[config.mk]
export PLATFORM = sky130hd
export DESIGN_NAME = priority_interrupt_controller_core
export DESIGN_NICKNAME = d
export VERILOG_FILES = /design/src/sv/pic_pkg.sv /design/src/sv/pic_prio.sv /design/src/sv/priority_interrupt_controller_core.sv
export SDC_FILE = /design/constraint.sdc
export NUM_CORES = 1
export LEC_CHECK = 0
export BUFFER_PORTS_ARGS = -buffer_cell sky130_fd_sc_hd__buf_2
export CORE_MARGIN = 4
export CORE_UTILIZATION = 26
export DETAILED_ROUTE_END_ITERATION = 6
export GPL_TIMING_DRIVEN = 1
export MAX_ROUTING_LAYER = met4
export PLACE_DENSITY = 0.4
export SYNTH_ARGS = -nofsm -noshare
export SYNTH_HDL_FRONTEND = slang
export SYNTH_SLANG_ARGS = --single-unit
export TNS_END_PERCENT = 30
[constraint.sdc]
create_clock -name aclk -period 3.1 [get_ports aclk]
set_input_delay 0.155 -clock aclk [delete_from_list [all_inputs] [get_ports aclk]]
set_output_delay 0.155 -clock aclk [all_outputs]
set_load 0.01 [all_outputs]
[src/sv/pic_pkg.sv]
// Shared types, codes and constants of the priority interrupt controller.
package pic_pkg;

    localparam int NUM_LINES_DEF = 8;
    localparam int MAX_LINES     = 8;
    localparam int LINE_W        = 3;
    localparam int BASE_W        = 5;

    localparam int S_TDATA_W = 16;
    localparam int S_TUSER_W = 3;
    localparam int M_TDATA_W = 24;

    localparam logic [7:0]        MASK_RESET = 8'hff;
    localparam logic [BASE_W-1:0] BASE_RESET = 5'd4;
    localparam logic [LINE_W-1:0] LINE_NONE  = 3'd7;

    // command byte decode
    localparam int         CW_INIT_BIT     = 4;
    localparam int         CW_EOI_BIT      = 5;
    localparam int         CW_SPECIFIC_BIT = 6;
    localparam logic [7:0] CW_RSEL_MASK    = 8'h1a;
    localparam logic [7:0] CW_RSEL_CODE    = 8'h0a;
    localparam int         AEOI_BIT        = 1;

    typedef enum logic [1:0] {
        CMD_WRITE   = 2'd0,
        CMD_READ    = 2'd1,
        CMD_REQUEST = 2'd2,
        CMD_ACK     = 2'd3
    } cmd_t;

    typedef enum logic {
        PORT_CMD  = 1'b0,
        PORT_DATA = 1'b1
    } port_t;

    typedef enum logic [1:0] {
        PHASE_IDLE = 2'd0,
        PHASE_ICW2 = 2'd1,
        PHASE_ICW4 = 2'd2
    } phase_t;

    // priority resolver result
    typedef struct packed {
        logic              hit;
        logic [LINE_W-1:0] line;
    } prio_t;

endpackage

[src/sv/pic_prio.sv]
// Priority resolver: eligible lines and the winning lowest line.
module pic_prio
    import pic_pkg::*;
#(
    parameter int NUM_LINES = NUM_LINES_DEF
) (
    input  logic [NUM_LINES-1:0] pend_i,
    input  logic [NUM_LINES-1:0] isr_i,
    input  logic [NUM_LINES-1:0] mask_i,
    output prio_t                sel_o,
    output logic [NUM_LINES-1:0] onehot_o
);

    logic [NUM_LINES-1:0] isr_low;
    logic [NUM_LINES-1:0] below_isr;
    logic [NUM_LINES-1:0] elig;
    logic [NUM_LINES-1:0] elig_low;
    logic [LINE_W-1:0]    line_idx;

    // lines below the lowest one in service; all lines when none in service
    assign isr_low   = isr_i & (~isr_i + NUM_LINES'(1));
    assign below_isr = isr_low - NUM_LINES'(1);
    assign elig      = pend_i & ~mask_i & below_isr;
    assign elig_low  = elig & (~elig + NUM_LINES'(1));

    always_comb begin
        line_idx = '0;
        for (int k = 0; k < NUM_LINES; k++) begin
            if (elig_low[k]) begin
                line_idx = line_idx | LINE_W'(k);
            end
        end
    end

    assign sel_o.hit  = |elig;
    assign sel_o.line = line_idx;
    assign onehot_o   = elig_low;

endmodule

[src/sv/priority_interrupt_controller_core.sv]
// Top level of the eight-line priority interrupt controller.
//
// One input stream carries commands: register write, register read, request
// line change and interrupt acknowledge (s_tuser). Each accepted beat yields
// exactly one result beat on the master side with the read byte, the
// acknowledge vector (base plus line, base plus 7 when nothing is eligible)
// and the interrupt output level after the command.
// The result is registered at the edge that accepts the command, together
// with the controller state. Throughput is one beat per cycle while the
// receiver takes results; the whole command resolves in one priority encode
// and bit update feeding a second encode for the output level.
// s_tready is high whenever the result register is empty or being drained,
// so a stalled receiver holds the result and stops intake until it is taken.
// Reset (aresetn low, synchronous) empties the result register, clears
// requests and in-service bits, masks all lines and sets vector base 0x20.
module priority_interrupt_controller_core
    import pic_pkg::*;
#(
    parameter int NUM_LINES = NUM_LINES_DEF
) (
    input  logic                 aclk,
    input  logic                 aresetn,
    input  logic                 s_tvalid,
    output logic                 s_tready,
    // [7:0] write_data, [10:8] request_line, [11] request_level
    input  logic [S_TDATA_W-1:0] s_tdata,
    // [1:0] cmd, [2] reg_port
    input  logic [S_TUSER_W-1:0] s_tuser,
    output logic                 m_tvalid,
    input  logic                 m_tready,
    // [7:0] read_data, [15:8] vector, [16] irq
    output logic [M_TDATA_W-1:0] m_tdata
);

    cmd_t                 cmd;
    port_t                reg_port;
    logic [7:0]           wdata;
    logic [LINE_W-1:0]    req_line;
    logic                 req_level;
    logic                 accept;

    logic [NUM_LINES-1:0] pend_reg, pend_next;
    logic [NUM_LINES-1:0] isr_reg, isr_next;
    logic [7:0]           mask_reg, mask_next;
    logic [BASE_W-1:0]    base_reg, base_next;
    phase_t               phase_reg, phase_next;
    logic                 expect_reg, expect_next;
    logic                 aeoi_reg, aeoi_next;
    logic                 ris_reg, ris_next;

    logic                 m_valid_reg;
    logic [7:0]           rd_reg, rd_next;
    logic [7:0]           vec_reg, vec_next;
    logic                 irq_reg;

    prio_t                ack_sel;
    logic [NUM_LINES-1:0] ack_onehot;
    prio_t                irq_sel;

    logic [NUM_LINES-1:0] req_onehot;
    logic [NUM_LINES-1:0] eoi_onehot;
    logic [NUM_LINES-1:0] isr_low;
    logic [MAX_LINES-1:0] pend_ext;
    logic [MAX_LINES-1:0] isr_ext;

    assign cmd       = cmd_t'(s_tuser[1:0]);
    assign reg_port  = port_t'(s_tuser[2]);
    assign wdata     = s_tdata[7:0];
    assign req_line  = s_tdata[10:8];
    assign req_level = s_tdata[11];

    assign s_tready = !m_valid_reg || m_tready;
    assign accept   = s_tvalid && s_tready;

    // lines at or above NUM_LINES drop out of the decodes
    assign req_onehot = NUM_LINES'(MAX_LINES'(1) << req_line);
    assign eoi_onehot = NUM_LINES'(MAX_LINES'(1) << wdata[2:0]);
    assign isr_low    = isr_reg & (~isr_reg + NUM_LINES'(1));
    assign pend_ext   = MAX_LINES'(pend_reg);
    assign isr_ext    = MAX_LINES'(isr_reg);

    pic_prio #(
        .NUM_LINES(NUM_LINES)
    ) u_prio_ack (
        .pend_i  (pend_reg),
        .isr_i   (isr_reg),
        .mask_i  (mask_reg[NUM_LINES-1:0]),
        .sel_o   (ack_sel),
        .onehot_o(ack_onehot)
    );

    pic_prio #(
        .NUM_LINES(NUM_LINES)
    ) u_prio_irq (
        .pend_i  (pend_next),
        .isr_i   (isr_next),
        .mask_i  (mask_next[NUM_LINES-1:0]),
        .sel_o   (irq_sel),
        .onehot_o()
    );

    always_comb begin
        pend_next   = pend_reg;
        isr_next    = isr_reg;
        mask_next   = mask_reg;
        base_next   = base_reg;
        phase_next  = phase_reg;
        expect_next = expect_reg;
        aeoi_next   = aeoi_reg;
        ris_next    = ris_reg;
        rd_next     = '0;
        vec_next    = '0;
        if (accept) begin
            case (cmd)
                CMD_WRITE: begin
                    if (reg_port == PORT_CMD) begin
                        if (wdata[CW_INIT_BIT]) begin
                            phase_next  = PHASE_ICW2;
                            expect_next = wdata[0];
                            mask_next   = '0;
                            pend_next   = '0;
                            isr_next    = '0;
                        end else if (wdata[CW_EOI_BIT]) begin
                            if (wdata[CW_SPECIFIC_BIT]) begin
                                isr_next = isr_reg & ~eoi_onehot;
                            end else begin
                                isr_next = isr_reg & ~isr_low;
                            end
                        end else if ((wdata & CW_RSEL_MASK) == CW_RSEL_CODE) begin
                            ris_next = wdata[0];
                        end
                    end else begin
                        case (phase_reg)
                            PHASE_ICW2: begin
                                base_next  = wdata[7:3];
                                phase_next = expect_reg ? PHASE_ICW4 : PHASE_IDLE;
                            end
                            PHASE_ICW4: begin
                                aeoi_next  = wdata[AEOI_BIT];
                                phase_next = PHASE_IDLE;
                            end
                            default: begin
                                mask_next = wdata;
                            end
                        endcase
                    end
                end
                CMD_READ: begin
                    if (reg_port == PORT_CMD) begin
                        rd_next = ris_reg ? isr_ext : pend_ext;
                    end else begin
                        rd_next = mask_reg;
                    end
                end
                CMD_REQUEST: begin
                    if (req_level) begin
                        pend_next = pend_reg | req_onehot;
                    end else begin
                        pend_next = pend_reg & ~req_onehot;
                    end
                end
                CMD_ACK: begin
                    if (ack_sel.hit) begin
                        pend_next = pend_reg & ~ack_onehot;
                        if (!aeoi_reg) begin
                            isr_next = isr_reg | ack_onehot;
                        end
                        vec_next = {base_reg, ack_sel.line};
                    end else begin
                        vec_next = {base_reg, LINE_NONE};
                    end
                end
                default: begin
                    pend_next = pend_reg;
                end
            endcase
        end
    end

    always_ff @(posedge aclk) begin
        if (!aresetn) begin
            pend_reg    <= '0;
            isr_reg     <= '0;
            mask_reg    <= MASK_RESET;
            base_reg    <= BASE_RESET;
            phase_reg   <= PHASE_IDLE;
            expect_reg  <= 1'b0;
            aeoi_reg    <= 1'b0;
            ris_reg     <= 1'b0;
            m_valid_reg <= 1'b0;
        end else begin
            pend_reg    <= pend_next;
            isr_reg     <= isr_next;
            mask_reg    <= mask_next;
            base_reg    <= base_next;
            phase_reg   <= phase_next;
            expect_reg  <= expect_next;
            aeoi_reg    <= aeoi_next;
            ris_reg     <= ris_next;
            if (accept) begin
                m_valid_reg <= 1'b1;
            end else if (m_tready) begin
                m_valid_reg <= 1'b0;
            end
        end
    end

    // result payload: load on every accepted beat, hold otherwise
    always_ff @(posedge aclk) begin
        if (accept) begin
            rd_reg  <= rd_next;
            vec_reg <= vec_next;
            irq_reg <= irq_sel.hit;
        end
    end

    assign m_tvalid = m_valid_reg;
    assign m_tdata  = {7'b0, irq_reg, vec_reg, rd_reg};

endmodule

==> results of run 1 <==
[repair_timing]
item	in CTS	in global routing
hold buffers	0	0
endpoints found under the setup margin	0	1
resized for setup	0	2
[critical path, delay by kind of cell (launching register included)]
family,cells,cell delay [ns]
flops,1,0.38
compound gates,5,1.19
simple gates,2,1.15
[cell usage after synthesis (all sizes together) (3+ instances only)]
cell type / count
nor2: 28
clkbuf: 16
or3: 3
or4: 3
nand2: 27
a211oi: 4
nor2b: 6
inv: 22
buf: 13
nand3: 9
edfxtp: 17
a22oi: 7
o21ai: 25
a22o: 3
dfxtp: 35
nand2b: 13
o211ai: 3
nor4: 12
and2: 25
o22ai: 6
a21oi: 13
a31oi: 9
mux2i: 18
ha: 7
nor3: 9
nand4: 3
[layer usage]
metal / wire [µm] / vias to the layer above
met5: 0 / -
met4: 221 / 0
met3: 688 / 12
met2: 4580 / 75
met1: 5360 / 1436
li1: - / 1490
[stage by stage]
stage / instances / instance area, µm² / setup slack, ns
2_1_floorplan: 389 / 3290 / 0.647
3_3_place_gp: 595 / 3770 / 0.196
3_5_place_dp: 595 / 3770 / 0.130
4_1_cts: 603 / 3940 / 0.101
5_1_grt: 603 / 3950 / 0.00658
6_report: 603 / 3950 / 0.197
[cell families (layout without fill, tap and decap cells)]
family                     Yosys count  in the layout  synth area share (%)
DFF                                 52             52                  37.0
adders and majority gates            7              7                  2.68
and+or+nand+nor                    150            150                  24.8
AOI/OAI and AO/OA                  102            102                  22.4
other                                1              7                 0.115
buffers and inverters               53             99                  7.46
muxes                               18             18                  5.51
[power groups by stage]
stage | logic (mW) | clock network [mW] | registers, mW
2_1_floorplan | 0.119 | 0 | 0.755
3_3_place_gp | 0.211 | 0 | 0.750
3_5_place_dp | 0.211 | 0 | 0.750
4_1_cts | 0.212 | 0.657 | 0.734
5_1_grt | 0.236 | 0.688 | 0.736
6_report | 0.210 | 0.642 | 0.734
[layout make-up]
class                   instances  area share, %
clock buffers                   5           3.17
multi-input cells             284           46.8
inverters                      24           2.28
clock inverters                 3           1.08
flip-flops and latches         52           30.7
well taps                     168           5.32
repair buffers                 67           10.7
[path summary, 6_finish.rpt]
path	to	start
worst max-delay path	irq_reg$_DFFE_PP_	isr_ext[1]$_SDFF_PN0_
worst min-delay path	base_reg[4]$_SDFFE_PN0P_	s_tdata[7]
worst max register to register	irq_reg$_DFFE_PP_	isr_ext[1]$_SDFF_PN0_
worst min register to register	base_reg[2]$_SDFFE_PN1P_	base_reg[2]$_SDFFE_PN1P_
==> impl_metrics.tcl, run 1 <==
set metrics [dict create \
    worstMarginPinSlew_ns 0.649 \
    finalPower_mw 1.59 \
    port_buffers 37 \
    maxCapViolCount 0 \
    setup_viol 0 \
    max-vdd-ir-drop_mv 0.205 \
    synth_area_um2 3270 \
    p_sw_mw 0.405 \
    crit_slowest_cell "or4_1" \
    syn_to_final_growth_pct 20.8 \
    cell_internal_pwr_mw 1.18 \
    place_congestion 0.872 \
    end_kind "flip-flop" \
    r2r_cells 7 \
    grtUsageMet2_pct 23.2 \
    num-nets-final 464 \
    yosysSeqAreaShare_pct 37.0 \
    post-route-util_pct 32.5 \
    setup_tns_ns 0 \
    fin_crit_sh_pct 93.6 \
    r2r_slack_ns 0.20 \
    skew_ns 0.00510 \
    drt_pass1_iterations 4 \
    die_w_um 120 \
    drcViolationCount 0 \
    placementRows 40 \
    post-dp-hpwl_um 8530 \
    grt_overflow_total 0 \
    synth_edf_count 17 \
    cts.path.max_buffers 2 \
    pwr-share-clk_pct 40.5 \
    cts-buffers-inserted 5 \
    grtUsageMet3_pct 3.49 \
    ys_types 63 \
    die_area_um2 14400 \
    cts-htree-levels 2 \
    rsz0062_at_grt "no" \
    core_um2 12200 \
    antenna_found_initial 0 \
    synth_top_cell_by_area "dfxtp_1" \
    power.leakage_nw 1.56 \
    crit_required_ns 3.21 \
    yosys.area.top_type_share_pct 21.4 \
    post_drt_via_cell_ratio 5.00 \
    clock-sinks 52 \
    drive_above_1_share_pct 20.2 \
    max_freq_mhz 345 \
    multiInputGateArea_um2 1850 \
    synth.ff_latch_count 52 \
    final_cell_mix "37 x buf_2, 35 x dfxtp_1, 29 x buf_4" \
    fin_crit_ns 2.90 \
    grt_pass1_wl_um 17400 \
    io_pins 49 \
    cp-start-kind "flip-flop" \
    cp.arrival_ns 3.01 \
    path_class "reg -> reg" \
    diodes 0 \
    yosys_warnings 0 \
    die_h_um 120 \
    clk_latency_ns 0.30 \
    regArea_um2 1210 \
    syn_avg_cell_area_um2 8.54 \
    slew_headroom_pct 56.3 \
    final_antenna_net_count 0 \
    cts.clk_slew.worst_paths_ns 0.07 \
    top_usage_layer "met2" \
    finalHoldViolations 0 \
    fillCellCount 1333 \
    grt_max_degree 27 \
    path_cells "or4b_4, o21a_4, a31oi_1, a21oi_1, a221o_1, or4_1, a311oi_1" \
    grtUsageMet1_pct 22.0 \
    whs_ns 0.111 \
    grt_pass1_vias 2985 \
    ys.flop_type "dfxtp_1" \
    vias 3013 \
    slowest_delay_ns 0.58 \
    globalRouteTotalUtil_pct 15.9 \
    hold_path.class "in -> reg" \
    clock-root-buffer "clkbuf_16" \
    start_util_pct 26.9 \
    p_sw_share_pct 25.5 \
    power.density_nw_per_um2 402 \
    status "completed" \
    mostFrequentLayoutCell "buf_2" \
    pwr-share-comb_pct 13.3 \
    drtIter0Drc 156 \
    wl_um 10900 \
    synth_area_leaders "dfxtp_1 21%, edfxtp_1 16%, mux2i_1 5.5%" \
    wl_per_cell_um 18.0 \
    final_max_slew_viol_count 0 \
    tritoncts "yes" \
    worstHoldPathCells 3 \
    cp_max_fo 7 \
    synth_cells 383 \
    cts_setup_buffers 0 \
    async_reset_ff_share_pct 0 \
    pwr-share-seq_pct 46.3 \
]
Power figures use the tool's default switching activity.
==> inputs of run 2 (changes only) <==
--- a/config.mk
+++ b/config.mk
@@ -9,4 +9,5 @@
 export CORE_MARGIN = 4
 export CORE_UTILIZATION = 26
+export CTS_BUF_LIST = sky130_fd_sc_hd__clkbuf_8
 export DETAILED_ROUTE_END_ITERATION = 6
 export GPL_TIMING_DRIVEN = 1
==> constraint.sdc (replaced) <==
create_clock -name aclk -period 3.1 [get_ports aclk]
set_input_delay 0.62 -clock aclk [delete_from_list [all_inputs] [get_ports aclk]]
set_output_delay 0.62 -clock aclk [all_outputs]
set_load 0.01 [all_outputs]
==> run 2 against run 1 <==
Net effect: sequential share of layout area decreased by 0.80 points; combinational power is 9% higher; clock skew grew 0.017 ns; clock power fell by 23%; sequential power is essentially flat; via count increased by 2.6%; critical endpoint unchanged; count of clock-buffer cells in the layout is the same; first-iteration DRC count increased by 40%; die area did not move.
==> impl_metrics.tcl, run 2 (synthesis gave the netlist of run 1 again) <==
set metrics [dict create \
    cts-buffers-inserted 5 \
    grt_max_degree 30 \
    drt_pass1_iterations 4 \
    placementRows 40 \
    grtUsageMet3_pct 2.92 \
    skew_ns 0.0221 \
    clk_latency_ns 0.33 \
    crit_required_ns 3.17 \
    p_sw_share_pct 27.6 \
    antenna_found_initial 0 \
    grtUsageMet2_pct 23.9 \
    core_um2 12200 \
    grt_pass1_wl_um 17100 \
    start_util_pct 26.9 \
    crit_buf_inv 0 \
    setup_tns_ns 0 \
    post_drt_via_cell_ratio 4.93 \
    clock-sinks 52 \
    p_sw_mw 0.402 \
    crit_slowest_cell "or4_1" \
    top_usage_layer "met2" \
    crit_path_frequent_cell "or4_1" \
    cp.arrival_ns 2.97 \
    fin_crit_sh_pct 93.7 \
    instances_no_fill 627 \
    hold_path.class "reg -> reg" \
    post-dp-hpwl_um 8600 \
    cell_internal_pwr_mw 1.06 \
    rsz0062_at_grt "no" \
    syn_to_final_growth_pct 24.0 \
    pwr-share-seq_pct 50.3 \
    path_class "reg -> reg" \
    wl_um 10700 \
    pwr-share-comb_pct 15.7 \
    cp_max_fo 7 \
    fillCellCount 1280 \
    status "completed" \
    finalPower_mw 1.46 \
    fin_crit_ns 2.90 \
    crit_family "simple AND/OR/NAND/NOR gates" \
    clock-root-buffer "clkbuf_8" \
    cts.clk_slew.worst_paths_ns 0.10 \
    maxCapViolCount 0 \
    r2r_cells 7 \
    whs_ns 0.476 \
    power.leakage_nw 1.65 \
    grt_overflow_total 0 \
    cts_setup_buffers 0 \
    diodes 0 \
    power.density_nw_per_um2 360 \
    final_max_slew_viol_count 0 \
    cts-htree-levels 2 \
    worstMarginPinSlew_ns 0.665 \
    grt_pass1_vias 2940 \
    drtIter0Drc 218 \
    tritoncts "yes" \
    post-route-util_pct 33.3 \
    cp.depth 7 \
    max_freq_mhz 344 \
    drive_above_1_share_pct 24.2 \
    wl_per_cell_um 17.0 \
    finalHoldViolations 0 \
    path_cells "or4_1, nand4bb_1, nor4_1, o221ai_1, a32oi_1, or4_1, a311oi_1" \
    setup_viol 0 \
    globalRouteTotalUtil_pct 15.8 \
    die_h_um 120 \
    pwr-share-clk_pct 34.0 \
    port_buffers 37 \
    worstHoldPathCells 2 \
    die_w_um 120 \
    grtUsageMet1_pct 22.0 \
    drcViolationCount 0 \
    placedCellCount 619 \
    end_kind "flip-flop" \
    final_antenna_net_count 0 \
    vias 3090 \
    slew_headroom_pct 55.3 \
    cts.path.max_buffers 2 \
    io_pins 49 \
    slowest_delay_ns 0.69 \
    die_area_um2 14400 \
    cts_hold_buf 0 \
    place_congestion 0.954 \
    final_cell_mix "54 x buf_4, 37 x buf_2, 35 x dfxtp_1" \
    max-vdd-ir-drop_mv 0.168 \
    num-nets-final 488 \
    mostFrequentLayoutCell "buf_4" \
    cp-start-kind "flip-flop" \
]
run 2: cell types whose count changed in the layout (fill, tap and decap cells not counted), sizes merged:
| cell | previous run | this run |
|---|---|---|
| buf | 67 | 91 |
run 2: worst reg2reg max path, cell delays in order, from the launching register on:
cell       delay [ns]
dfxtp_1          0.35
or4_1            0.69
nand4bb_1        0.27
nor4_1           0.52
o221ai_1         0.29
a32oi_1          0.27
or4_1            0.16
a311oi_1         0.10
run 2: what timing repair did:
item,in CTS,in global routing
hold endpoints to repair,0,0
resized for setup,0,1
endpoints found under the setup margin,0,1
run 2: path summary, 6_finish.rpt:
path	startpoint	endpoint	slack, ns
setup / recovery	isr_ext[0]$_SDFF_PN0_	irq_reg$_DFFE_PP_	0.20
hold / removal	base_reg[2]$_SDFFE_PN1P_	base_reg[2]$_SDFFE_PN1P_	0.48
setup reg to reg	isr_ext[0]$_SDFF_PN0_	irq_reg$_DFFE_PP_	0.20
hold reg to reg	base_reg[2]$_SDFFE_PN1P_	base_reg[2]$_SDFFE_PN1P_	0.48
run 2: routing by layer:
metal	vias up	wire length [µm]
li1	1535	-
met4	0	104
met3	6	491
met1	1469	5160
met5	-	0
met2	80	4930
run 2: power groups by stage:
| stage | registers [mW] | logic [mW] | clock network (mW) |
|---|---|---|---|
| after floorplan | 0.755 | 0.119 | 0 |
| after global placement | 0.749 | 0.230 | 0 |
| after detailed placement | 0.750 | 0.230 | 0 |
| after CTS | 0.734 | 0.231 | 0.510 |
| after global routing | 0.736 | 0.256 | 0.536 |
| final | 0.734 | 0.229 | 0.495 |
run 2: final cells by class:
type                    count  area [µm²]  area share (%)
clock buffers               5        68.8            1.70
clock inverters             3        42.5            1.05
inverters                  24        90.1            2.22
multi-input cells         284        1840            45.4
flip-flops and latches     52        1210            29.9
well taps                 168         210            5.18
repair buffers             91         591            14.6
run 2: per-stage QoR:
step	area [µm²]	setup slack [ns]
5_1_grt	4060	0.0114
3_3_place_gp	3940	-0.126
2_1_floorplan	3290	0.236
4_1_cts	4050	0.195
6_report	4060	0.196
3_5_place_dp	3940	-0.121
